===== config.mk =====
export PLATFORM = sky130hd
export DESIGN_NAME = hts_ctrl
export DESIGN_NICKNAME = d
export VERILOG_FILES = /design/src/design/hts_pkg.sv /design/src/design/hts_ctrl.sv
export SDC_FILE = /design/constraint.sdc
export NUM_CORES = 1
export LEC_CHECK = 0
export BUFFER_PORTS_ARGS = -buffer_cell sky130_fd_sc_hd__buf_2
export CORE_MARGIN = 4
export CORE_UTILIZATION = 50
export DETAILED_ROUTE_END_ITERATION = 6
export HOLD_SLACK_MARGIN = 0.08
export PLACE_DENSITY_LB_ADDON = 0.2
export SETUP_SLACK_MARGIN = 0.02
export SLEW_MARGIN = 20
export SYNTH_ARGS = -nofsm -noshare
export SYNTH_HDL_FRONTEND = slang
export SYNTH_SLANG_ARGS = --single-unit

===== constraint.sdc =====
create_clock -name clk -period 2.3 [get_ports clk]
set_input_delay 0.23 -clock clk [delete_from_list [all_inputs] [get_ports clk]]
set_output_delay 0.23 -clock clk [all_outputs]
set_load 0.005 [all_outputs]

===== src/design/hts_pkg.sv =====
package hts_pkg;

	// default geometry
	localparam int GRID_SIDE_DEF = 512;
	localparam int FRAC_BITS_DEF = 20;

	// fixed field widths
	localparam int COORD_W  = 16;
	localparam int LOAD_W   = 9;
	localparam int SAMPLE_W = 16;
	localparam int INV_W    = 21;
	localparam int MAXH_W   = 8;
	localparam int HEIGHT_W = 24;
	localparam int NORMAL_W = 25;
	localparam int HSUM_W   = 27;
	localparam int CFG_IDX_W = 3;
	localparam int CFG_DAT_W = 21;
	localparam int IN_DATA_W  = 72;
	localparam int OUT_DATA_W = 80;

	// divide by five: multiply by ceil(2^34 / 5), exact for 32-bit operands
	localparam logic [31:0] RECIP5 = 32'hCCCC_CCCD;
	localparam int RECIP5_SH = 34;

	// register reset values
	localparam logic [INV_W-1:0]  INV_RESET  = 21'd523264;
	localparam logic [MAXH_W-1:0] MAXH_RESET = 8'd100;

	// configuration register indexes
	typedef enum logic [CFG_IDX_W-1:0] {
		REG_ORIGIN_X   = 3'd0,
		REG_ORIGIN_Z   = 3'd1,
		REG_INV_CELL   = 3'd2,
		REG_MAX_HEIGHT = 3'd3,
		REG_SMOOTH     = 3'd4
	} reg_idx_t;

	// controller to datapath
	typedef struct packed {
		logic       store;
		logic       capture;
		logic       locate;
		logic       rd;
		logic       nbr;
		logic       scale;
		logic       mac;
		logic       nacc;
		logic       tap_end;
		logic       div;
		logic       out_load;
		logic [2:0] tap;
		logic [1:0] sel;
	} cmd_t;

	// datapath to controller
	typedef struct packed {
		logic tap_inr;
		logic centre_inr;
		logic smooth;
		logic out_free;
	} status_t;

endpackage


===== src/design/hts_ctrl.sv =====
module hts_ctrl (
	input  logic             clk,
	input  logic             arst_n,
	input  logic             s_tvalid,
	output logic             s_tready,
	input  logic             s_tuser,
	input  hts_pkg::status_t st,
	output hts_pkg::cmd_t    cmd
);
	import hts_pkg::*;

	typedef enum logic [3:0] {
		IDLE, LOC, RD, SC, MAC, TEND, NRD, NSC, NACC, DIV, FIN
	} state_t;

	state_t     state_q;
	logic [2:0] tap_q;
	logic [1:0] sel_q;

	// sequencing
	always_ff @(posedge clk or negedge arst_n) begin
		if (!arst_n) begin
			state_q <= IDLE;
			tap_q   <= '0;
			sel_q   <= '0;
		end else begin
			unique case (state_q)
				IDLE: begin
					if (s_tvalid && s_tuser) begin
						tap_q   <= '0;
						state_q <= LOC;
					end
				end
				LOC: begin
					sel_q   <= '0;
					state_q <= RD;
				end
				RD: state_q <= st.tap_inr ? SC : TEND;
				SC: state_q <= MAC;
				MAC: begin
					if (sel_q == 2'd2) begin
						state_q <= TEND;
					end else begin
						sel_q   <= sel_q + 2'd1;
						state_q <= RD;
					end
				end
				TEND: begin
					if (st.smooth && tap_q != 3'd4) begin
						tap_q   <= tap_q + 3'd1;
						state_q <= LOC;
					end else begin
						sel_q   <= '0;
						state_q <= NRD;
					end
				end
				NRD: state_q <= st.centre_inr ? NSC : DIV;
				NSC: state_q <= NACC;
				NACC: begin
					if (sel_q == 2'd3) begin
						state_q <= DIV;
					end else begin
						sel_q   <= sel_q + 2'd1;
						state_q <= NRD;
					end
				end
				DIV: state_q <= FIN;
				FIN: begin
					if (st.out_free) begin
						state_q <= IDLE;
					end
				end
				default: state_q <= IDLE;
			endcase
		end
	end

	assign s_tready = (state_q == IDLE);

	// command decode
	always_comb begin
		cmd          = '0;
		cmd.tap      = tap_q;
		cmd.sel      = sel_q;
		cmd.store    = (state_q == IDLE) && s_tvalid && !s_tuser;
		cmd.capture  = (state_q == IDLE) && s_tvalid && s_tuser;
		cmd.locate   = (state_q == LOC);
		cmd.rd       = ((state_q == RD) && st.tap_inr) || ((state_q == NRD) && st.centre_inr);
		cmd.nbr      = (state_q == NRD) || (state_q == NSC) || (state_q == NACC);
		cmd.scale    = (state_q == SC) || (state_q == NSC);
		cmd.mac      = (state_q == MAC);
		cmd.nacc     = (state_q == NACC);
		cmd.tap_end  = (state_q == TEND);
		cmd.div      = (state_q == DIV);
		cmd.out_load = (state_q == FIN) && st.out_free;
	end

endmodule


## Word-level counts from Yosys, hierarchy flattened

Index checks and enable logic that the tools add are counted.

| operators by class | value |
|---|---|
| $add $sub $neg | 2 |
| equality and inequality tests | 19 |
| reduce and logical (&&, ||, !) cells | 19 |
| muxes and demuxes | 15 |

Operators by type and width:

| cell | number |
|---|---|
| $pmux 4 s11 | 1 |
| $eq 4x3->1 const B | 4 |
| $mux 4 | 4 |
| $mux 3 | 5 |
| $eq 4x4->1 const B | 3 |
| $eq 4x2->1 const B | 2 |
| $logic_and 1x1->1 | 8 |
| $ne 2x2->1 const B | 4 |
| $pmux 2 s4 | 1 |
| $mux 2 | 3 |
| $pmux 3 s2 | 1 |
| $eq 2x2->1 const B | 2 |
| $eq 4x1->1 const B | 1 |
| $logic_not 4->1 | 1 |
| $logic_or 1x1->1 | 4 |
| $ne 2x1->1 const B | 2 |
| $reduce_and 4->1 | 1 |
| $reduce_bool 4->1 | 1 |
| $add 3x1->3 const B | 1 |
| $ne 3x3->1 const B | 1 |
| $reduce_and 3->1 | 1 |
| $add 2x1->2 const B | 1 |
| $reduce_and 2->1 | 1 |
| $reduce_bool 2->1 | 1 |
| $logic_not 1->1 | 1 |

| word-level totals | value |
|---|---|
| bits in registers | 9 |
| word-level logic and storage cells | 58 |
| output and inout port bits | 17 |
| input port bits | 8 |

## Longest topological paths before layout

Gate-level depths: netlist of the first run.

| depth | value |
|---|---|
| word-level depth | 4 |
| depth in mapped cells | 6 |
| depth with buffers taken out | 6 |

## Worst setup path before layout of the first run

No wires, ideal clock.

| timing path | value |
|---|---|
| kind | register to register |
| from | register tap_q[0] |
| to | register sel_q[1] |
| slack | 0.764 ns |
| required time | 2.178 ns |
| buffers on the path | 0 |
| clock period less this slack | 1.536 ns |
| cell stages (with the launch flop) | 6 |
| library setup time | 0.122 ns |
| data arrival time | 1.415 ns |
| cells stage by stage | dfrtp_1 -> inv_1 -> ha_1 -> a21boi_0 -> o22ai_1 -> a32o_1 |

| on the way | value |
|---|---|
| word-level cells in the longest chain between the ends | 4 |

RTL lines:

| element | RTL line | source |
|---|---|---|
| start: declaration | hts_ctrl.sv:17 | `logic [2:0] tap_q;` |
| start signal: assignment | hts_ctrl.sv:50 | `tap_q <= tap_q + 3'd1;` |
| $ne 3x3->1 | hts_ctrl.sv:49 | `if (st.smooth && tap_q != 3'd4) begin` |
| $logic_and 1x1->1 | hts_ctrl.sv:49 |  |
| $ne 2x2->1 (no line) | - |  |
| $reduce_and 4->1 (no line) | - |  |
| end signal: assignment | hts_ctrl.sv:44 | `sel_q <= sel_q + 2'd1;` |
| end signal: assignment | hts_ctrl.sv:63 | `sel_q <= sel_q + 2'd1;` |
| end: declaration | hts_ctrl.sv:18 | `logic [1:0] sel_q;` |

Every way passes these cells.
A chain may end at the register's enable or synchronous reset.

==> flow_metrics.py, run 1 <==
metrics = {
    "run_status": {
        "status": "complete, no violations",
    },
    "die": {
        "die_y_um": 47.90,
        "core_area_um2": 1506,
        "pin_count": 25,
        "start_util": 0.5282,
        "die_w_um": 47.90,
        "die_area_um2": 2294,
        "fp-row-count": 14,
    },
    "critical_path": {
        "crit_path_end_kind": "output port",
        "r2r-start": "tap_q[0]$_DFFE_PN0P_",
        "worstReg2RegEnd": "tap_q[1]$_DFFE_PN0P_",
        "cp.required_ns": 2.07,
        "worstSetupEndpoint": "cmd[11]",
        "cp_data_arrival_time_ns": 1.72,
        "cp_cell_sequence": "nand2b_1 > nor3_1 > a21o_1 > buf_2",
        "critical_path_class": "flop to output port",
        "critPathMaxFanout": 19,
        "path_depth": 4,
        "critPathTopFamily": "flip-flops",
        "start_kind": "flop",
        "setup.worst_path.start": "state_q[3]$_DFFE_PN0P_",
        "crit_buf_inv": 1,
        "regToRegSetupSlack_ns": 0.53,
        "crit_path_top_delay_cell": "dfrtp_1",
        "slowest_delay_ns": 0.72,
        "reg2reg_depth": 6,
    },
    "pwr": {
        "ir_drop_v": 0.0006085,
        "p_per_area_nw_per_um2": 1115,
        "leakagePower_nw": 0.4410,
    },
    "global_routing": {
        "grt_max_degree": 21,
        "grt_pass1_vias": 659,
        "grt_pass1_wl_um": 2829,
        "grt.overflow.total": 0,
        "met1_usage": 0.2477,
        "track_usage": 0.1732,
        "grt_use_met3": 0.06015,
        "gr-usage-met2": 0.2533,
        "grt-busiest-layer": "met2",
        "antenna_found_initial": 0,
    },
    "cts": {
        "clk-insertion-delay-late_ns": 0.26,
        "path_clk_slew_ns": 0.06,
        "cts_buffers": 3,
        "cts_buffer_depth": 2,
        "cts_tree": "done",
        "post_cts.repair.setup_buffers": 0,
        "clock-sinks": 9,
        "cts_htree_levels": 1,
        "cts_root_buffer": "clkbuf_4",
    },
    "timing": {
        "worst_slew_pin_slew_ns": 0.6964,
        "skew_ns": 0.007298,
        "setup_viol": 0,
        "max_freq_mhz": 512.6,
        "setup_ws_ns": 0.3491,
        "finalSetupTns_ns": 0,
        "hold_violations": 0,
        "min_period_over_period": 0.8482,
        "relSlewSlack": 0.5316,
        "rsz0062_at_grt": "no",
        "final_max_slew_viol_count": 0,
        "post-route-min-period_ns": 1.951,
    },
    "route": {
        "finalWirelength_um": 1758,
        "drt_iter0_drc": 17,
        "first_pass_iters": 5,
        "detail-route-antenna-nets": 0,
        "via_per_inst": 5.938,
        "drc": 0,
        "wl_per_cell_um": 13.73,
        "vias": 760,
    },
    "finish": {
        "drive_gt1_frac": 0.3214,
        "seqCellArea_um2": 225.2,
        "nets": 125,
        "syn_to_final_growth_pct": 15.09,
        "final_cell_mix": "24 x buf_2, 9 x dfrtp_1, 8 x nand2_1, 7 x o21ai_0, 6 x nor2_1",
        "num-fill-cells": 143,
        "multi_input_area_um2": 499.2,
        "diodes": 0,
        "layout_commonest_cell": "buf_2",
        "final_cell_area_um2": 915.9,
    },
    "placement": {
        "gp_congestion": 0.8503,
        "io_buffers": 24,
        "dpl.hpwl_um": 1329,
        "place_ws_ns": 0.5539,
        "place_area_um2": 879.6,
    },
    "run": {
        "maxCapViolCount": 0,
    },
    "synthesis": {
        "synth_area_leaders": "dfrtp_1 28%, ha_1 6.3%, o21ai_0 4.4%",
        "synthCells": 90,
        "syn_nets": 102,
        "ys_warn_count": 0,
        "synth-edff-count": 0,
        "syn_area_um2": 795.8,
        "synth_largest_area_cell": "dfrtp_1",
        "async_flop_share": 1.000,
        "postSynthAreaPerCell_um2": 8.842,
        "postSynthRegisterBits": 9,
        "synth-seq-area-share": 0.2830,
        "synth_flop_cell": "dfrtp_1",
        "synth_cell_types": 37,
        "yosysTopAreaCellShare": 0.2830,
    },
    "worst_hold_path": {
        "hold_class": "input port to async pin",
    },
}
routing by layer:
metal | up-vias | wire length, µm
li1 | 375 | -
met1 | 350 | 797
met2 | 31 | 822
met3 | 4 | 118
met4 | 0 | 19
met5 | - | 0
kinds of logic after synthesis:
| group | count (synthesis) | synth area share |
|---|---|---|
| compound gates | 28 | 0.2515 |
| flops | 9 | 0.2830 |
| xor+xnor | 1 | 0.01101 |
| fa+ha+maj | 4 | 0.06290 |
| buf+inv | 11 | 0.08961 |
| mux | 1 | 0.01258 |
| simple gates | 36 | 0.2893 |
power by group:
| part | switching, mW | total (mW) | internal, mW |
|---|---|---|---|
| registers | 0.175 | 0.386 | 0.210 |
| logic | 0.240 | 0.513 | 0.273 |
| clock network | 0.0555 | 0.122 | 0.0669 |
| total | 0.471 | 1.02 | 0.551 |
cells in the mapped netlist, types with 2 or more instances:
| master | count |
|---|---|
| a21o_1 | 2 |
| a21oi_1 | 5 |
| a31oi_1 | 2 |
| buf_2 | 3 |
| buf_6 | 3 |
| dfrtp_1 | 9 |
| ha_1 | 4 |
| inv_1 | 4 |
| nand2_1 | 8 |
| nand2b_1 | 4 |
| nand3_1 | 2 |
| nor2_1 | 6 |
| nor3_1 | 5 |
| nor4b_1 | 2 |
| o21ai_0 | 7 |
| o22a_1 | 2 |
| o22ai_1 | 2 |
worst min-delay path by stage:
| stage | to | startpoint | cells past startpoint |
|---|---|---|---|
| 2_1_floorplan | sel_q[0]$_DFFE_PN0P_ | arst_n | 0 |
| 3_3_place_gp | tap_q[2]$_DFFE_PN0P_ | arst_n | 1 |
| 3_5_place_dp | tap_q[2]$_DFFE_PN0P_ | arst_n | 1 |
| 4_1_cts | tap_q[2]$_DFFE_PN0P_ | s_tvalid | 3 |
| 5_1_grt | tap_q[2]$_DFFE_PN0P_ | s_tvalid | 3 |
| 6_report | tap_q[2]$_DFFE_PN0P_ | arst_n | 2 |
per-stage QoR:
stage | util | power, mW | std cells | hold WS, ns
floorplan | - | 0.7927 | 90 | -0.06559
global placement | 0.5839 | 0.8913 | 123 | 0.08914
detailed placement | 0.5839 | 0.9006 | 123 | 0.08766
CTS | 0.6080 | 1.027 | 128 | 0.3295
global route | 0.6080 | 1.121 | 128 | 0.3420
finish | 0.6080 | 1.022 | 128 | 0.3357
timing repair:
action | CTS | global route
resized for setup | 0 | 0
endpoints found under the hold margin | 9 | 0
setup endpoints to repair | 0 | 0
hold buffers | 1 | 0
sequential cells by signal, indices dropped and copies added (netlist names):
name,count
tap_q,3
state_q,4
sel_q,2
area by class of cell:
class	count	area share
clock buffer	4	0.02869
tap	16	0.02186
timing repair buffer	25	0.1421
inverter	4	0.01639
sequential	9	0.2459
multi-input combinational	70	0.5451
(Power assumes the default switching activity.)
==> run 2: changes to the inputs <==
Settings changed: CORE_UTILIZATION 50 to 49.
Clock period 2.3 ns to 1.9 ns, I/O delays scaled along.
==> run 2 against run 1 <==
  * Clock skew fell by 0.0023 ns
  * Clock-buffer cell count did not move
  * Hold slack got worse by 0.025 ns
  * Combinational power rose by 43%
  * Register-to-register slack got worse by 0.15 ns
  * Largest cell class unchanged
  * Die area rose by 1.7%
  * Via count rose by 3.8%
  * Wire length rose by 7.7%
  * Total power rose by 27%
  * Critical path type unchanged
  * Clock power rose by 27%
==> flow_metrics.py, run 2 (same netlist as run 1, synthesis figures left out) <==
metrics = {
    "critical_path": {
        "cp_cell_sequence": "nor4_4 > and3_4 > buf_2",
        "cp_data_arrival_time_ns": 1.50,
        "crit_buf_inv": 1,
        "worstReg2RegEnd": "sel_q[1]$_DFFE_PN0P_",
        "cp.required_ns": 1.71,
        "slowest_delay_ns": 0.52,
        "r2r-start": "sel_q[0]$_DFFE_PN0P_",
        "reg2reg_depth": 6,
        "crit_path_end_kind": "output port",
        "critical_path_class": "flop to output port",
        "regToRegSetupSlack_ns": 0.38,
        "start_kind": "flop",
        "critPathTopFamily": "simple AND/OR/NAND/NOR gates",
        "critPathMaxFanout": 10,
        "crit_path_top_delay_cell": "dfrtp_1",
    },
    "global_routing": {
        "gr-usage-met2": 0.2696,
        "met1_usage": 0.2394,
        "grt_pass1_vias": 740,
        "grt_max_degree": 18,
        "grt_pass1_wl_um": 3374,
        "grt_use_met3": 0.04908,
        "track_usage": 0.1727,
        "antenna_found_initial": 0,
        "grt.overflow.total": 0,
        "grt-busiest-layer": "met2",
    },
    "finish": {
        "largest_reg_flops": 4,
        "drive_gt1_frac": 0.3675,
        "final_cell_mix": "24 x buf_2, 8 x nand2_1, 7 x o21ai_0, 7 x dfrtp_1, 6 x nor2_1",
        "diodes": 0,
        "reg.largest.list": "state_q x4, tap_q x3, sel_q x2",
        "layout_commonest_cell": "buf_2",
        "nets": 130,
        "syn_to_final_growth_pct": 20.13,
        "top_register": "state_q",
        "utilization": 0.6273,
    },
    "timing": {
        "relSlewSlack": 0.7291,
        "min_period_over_period": 0.8878,
        "worst_slew_pin_slew_ns": 0.4063,
        "max_freq_mhz": 592.8,
        "finalSetupTns_ns": 0,
        "setup_viol": 0,
        "rsz0062_at_grt": "no",
        "skew_ns": 0.004957,
        "final_max_slew_viol_count": 0,
        "post-route-min-period_ns": 1.687,
        "hold_violations": 0,
    },
    "cts": {
        "cts_buffers": 3,
        "cts_tree": "done",
        "clock-sinks": 9,
        "clk-insertion-delay-late_ns": 0.26,
        "cts_htree_levels": 1,
        "cts_root_buffer": "clkbuf_4",
        "cts_buffer_depth": 2,
        "path_clk_slew_ns": 0.07,
    },
    "route": {
        "drc": 0,
        "detail-route-antenna-nets": 0,
        "wl_per_cell_um": 14.23,
        "vias": 789,
        "finalWirelength_um": 1893,
        "first_pass_iters": 4,
        "drt_iter0_drc": 18,
        "via_per_inst": 5.932,
    },
    "pwr": {
        "leakagePower_nw": 0.4635,
        "ir_drop_v": 0.0007179,
        "p_per_area_nw_per_um2": 1362,
        "finalPower_mw": 1.302,
    },
    "die": {
        "start_util": 0.5222,
        "fp-row-count": 14,
        "die_y_um": 48.30,
        "die_w_um": 48.30,
        "die_area_um2": 2333,
        "pin_count": 25,
        "core_area_um2": 1524,
    },
    "worst_hold_path": {
        "hold_class": "input port to async pin",
    },
    "placement": {
        "gp_congestion": 0.8183,
        "io_buffers": 24,
        "dpl.hpwl_um": 1431,
    },
    "run_status": {
        "status": "complete, no violations",
    },
    "run": {
        "maxCapViolCount": 0,
    },
}
==> run 2: final cells by class <==
class / count / area [µm²]
Multi-Input combinational cell: 70 / 499.2
Inverter: 4 / 15.01
Timing Repair Buffer: 30 / 167.7
Clock buffer: 4 / 26.28
Fill cell: 144 / 568.0
Sequential cell: 9 / 227.7
Tap cell: 16 / 20.02
==> run 2: through the flow <==
stage          hold WS, ns  area, µm²  cells  setup WS, ns
2_1_floorplan      -0.1056      795.8     90        0.3636
3_3_place_gp       0.05952      917.1    128        0.3669
3_5_place_dp       0.06040      917.1    128        0.3241
4_1_cts             0.3063      953.4    133       0.07412
5_1_grt             0.3208      955.9    133       0.04004
6_report            0.3105      955.9    133        0.2131
==> run 2: worst max-delay path by stage <==
| stage | from | to | slack [ns] | depth (start not counted) |
|---|---|---|---|---|
| 4_1_cts | state_q[3]$_DFFE_PN0P_ | cmd[11] | 0.07 | 4 |
| 5_1_grt | state_q[1]$_DFFE_PN0P_ | cmd[12] | 0.04 | 3 |
| 3_5_place_dp | state_q[3]$_DFFE_PN0P_ | sel_q[1]$_DFFE_PN0P_ | 0.32 | 4 |
| 2_1_floorplan | tap_q[0]$_DFFE_PN0P_ | sel_q[1]$_DFFE_PN0P_ | 0.36 | 5 |
| 6_report | state_q[0]$_DFFE_PN0P_ | cmd[14] | 0.21 | 3 |
| 3_3_place_gp | state_q[3]$_DFFE_PN0P_ | sel_q[1]$_DFFE_PN0P_ | 0.37 | 4 |
==> run 2: repair_timing <==
| action | CTS | global route |
|---|---|---|
| endpoints found under the setup margin | 0 | 3 |
| hold endpoints to repair | 9 | 0 |
| hold buffers | 1 | 0 |
| resized for setup | 0 | 2 |
| buffers inserted | 0 | 0 |
==> run 2: per-layer routing <==
layer	vias to the layer above	share of wire
met5	-	0
met4	0	0
li1	386	-
met1	377	0.47
met2	26	0.46
met3	0	0.064
==> run 2: worst reg2reg max path: stages, from the launching register on <==
cell and delay [ns]:
dfrtp_1 0.39, inv_1 0.07, ha_1 0.25, nand2b_1 0.20, a21oi_1 0.16, o21ai_0 0.13, a32o_1 0.22
==> run 2: where the power goes <==
part	switching [mW]	internal, mW
Clock	0.0743	0.0810
Sequential	0.152	0.259
Combinational	0.362	0.372
==> run 3: changes to the inputs <==
Settings changed: CORE_UTILIZATION 49 to 44.
Clock period 1.9 ns to 1.45 ns, I/O delays scaled along.
==> run 3 against run 2 <==
  * The flow now finishes with violations (setup timing)
  * Final area grew 30%
  * Setup slack lost 0.28 ns
  * Sequential cell count did not move
  * Combinational power increased by 110%
  * Global-route usage is 1.8 points higher
  * Critical path depth is 1 higher
  * Sequential share of layout area down 5.2 points
  * Sequential power increased by 16%
  * Clock power increased by 21%
  * Die area up 9.4%
  * Utilization rose by 9.1 points
  * Highest routed layer is now met4
==> flow_metrics.py, run 3 (same netlist as run 1, synthesis figures left out) <==
metrics = {
    "run_status": {
        "status": "finished, violations left",
        "violations": "setup timing",
    },
    "route": {
        "finalWirelength_um": 2263,
        "vias": 877,
        "detail-route-antenna-nets": 0,
        "via_per_inst": 5.447,
        "first_pass_iters": 4,
        "drt_iter0_drc": 12,
        "drc": 0,
        "wl_per_cell_um": 14.06,
    },
    "critical_path": {
        "critPathMaxFanout": 3,
        "regToRegSetupSlack_ns": 0.03,
        "cp_data_arrival_time_ns": 1.38,
        "start_kind": "flop",
        "crit_path_end_kind": "output port",
        "cp.required_ns": 1.31,
        "critical_path_class": "flop to output port",
        "reg2reg_depth": 6,
    },
    "global_routing": {
        "met1_usage": 0.2500,
        "antenna_found_initial": 0,
        "grt_use_met3": 0.04451,
        "gr-usage-met2": 0.3239,
        "track_usage": 0.1905,
        "grt_max_degree": 12,
        "grt_pass1_wl_um": 3753,
        "grt.overflow.total": 0,
        "grt-busiest-layer": "met2",
        "grt_pass1_vias": 823,
    },
    "finish": {
        "nets": 149,
        "top_register": "state_q",
        "drive_gt1_frac": 0.5588,
        "layout_commonest_cell": "buf_2",
        "diodes": 0,
        "reg.largest.list": "state_q x4, tap_q x3, sel_q x2",
        "syn_to_final_growth_pct": 55.82,
        "final_cell_mix": "22 x buf_2, 18 x buf_4, 8 x nand2_1, 8 x buf_6, 6 x nor2_1",
        "largest_reg_flops": 4,
    },
    "placement": {
        "dpl.hpwl_um": 1551,
        "io_buffers": 24,
        "gp_congestion": 0.8370,
    },
    "die": {
        "die_y_um": 50.53,
        "fp-row-count": 15,
        "die_area_um2": 2553,
        "core_area_um2": 1727,
        "pin_count": 25,
        "die_w_um": 50.53,
        "start_util": 0.4609,
    },
    "cts": {
        "clk-insertion-delay-late_ns": 0.26,
        "cts_tree": "done",
        "cts_buffers": 3,
        "cts_htree_levels": 1,
        "cts_buffer_depth": 2,
        "clock-sinks": 9,
        "cts_root_buffer": "clkbuf_4",
        "path_clk_slew_ns": 0.06,
    },
    "pwr": {
        "ir_drop_v": 0.001210,
        "switching_power_mw": 0.9577,
        "p_int_mw": 1.291,
        "switching_share": 0.4258,
        "clkPwrFrac": 0.083,
        "pwr-share-comb": 0.705,
        "leakagePower_nw": 0.5807,
        "p_seq_frac": 0.212,
        "p_per_area_nw_per_um2": 1814,
    },
    "timing": {
        "worst_slew_pin_slew_ns": 0.2536,
        "rsz0062_at_grt": "yes",
        "setup_ws_ns": -0.07159,
        "final_max_slew_viol_count": 0,
        "post-route-min-period_ns": 1.522,
        "min_period_over_period": 1.049,
        "hold_violations": 0,
        "setup_viol": 5,
        "hold_ws_ns": 0.2702,
        "relSlewSlack": 0.8261,
        "skew_ns": 0.003581,
        "max_freq_mhz": 657.2,
        "finalSetupTns_ns": -0.1844,
    },
    "run": {
        "maxCapViolCount": 0,
    },
    "worst_hold_path": {
        "hold_class": "input port to async pin",
    },
}
## run 3: layout make-up
cell class	count	area [µm²]
multi-input cells	70	590.6
fillers	137	486.7
repair buffers	49	345.3
clock buffers	4	26.28
well taps	25	31.28
flip-flops and latches	9	231.5
inverters	4	15.01
## run 3: worst paths after layout
path,startpoint,to
worst max-delay path,state_q[3]$_DFFE_PN0P_,cmd[14]
worst max register to register,state_q[3]$_DFFE_PN0P_,tap_q[0]$_DFFE_PN0P_
max in group asynchronous,arst_n,sel_q[0]$_DFFE_PN0P_
worst min-delay path,arst_n,tap_q[2]$_DFFE_PN0P_
min in group clk,st[3],state_q[2]$_DFFE_PN0P_
worst min register to register,sel_q[0]$_DFFE_PN0P_,sel_q[0]$_DFFE_PN0P_
## run 3: worst max-delay path: stages (launching register included)
cell and delay [ns]:
dfrtp_2 0.42, buf_6 0.13, nor4_4 0.24, and3_4 0.24
buf_6 0.09
## run 3: repair_timing
item,4_1_cts,5_1_grt
gates resized for setup,12,20
hold buffers,1,0
pin swaps,4,5
endpoints found under the setup margin,11,17
hold endpoints to repair,9,0
setup buffers,5,3
## run 3: routing by layer
layer / share of wire / vias to the layer above / routed length (µm)
li1: - / 422 / -
met1: 0.43 / 423 / 979
met2: 0.51 / 28 / 1154
met3: 0.045 / 4 / 101
met4: 0.013 / 0 / 29
met5: 0 / - / 0
## run 3: power groups by stage
stage               Clock [mW]  Sequential, mW  Combinational [mW]
floorplan                    0           0.414               0.846
global placement             0           0.465                1.20
detailed placement           0           0.469                1.21
CTS                      0.195           0.452                1.36
global route             0.209           0.494                1.74
finish                   0.187           0.477                1.58
## run 3: per-stage QoR
stage	util	instances	power (mW)	instance area, µm²	setup WS (ns)
finish	0.7181	161	2.249	1240	-0.07159
global route	0.7181	161	2.439	1240	-0.1500
CTS	0.6551	159	2.010	1131	-0.06503
detailed placement	0.5899	149	1.680	1018	0.03289
global placement	0.5899	149	1.667	1018	0.06201
floorplan	-	90	1.260	795.8	0.04232
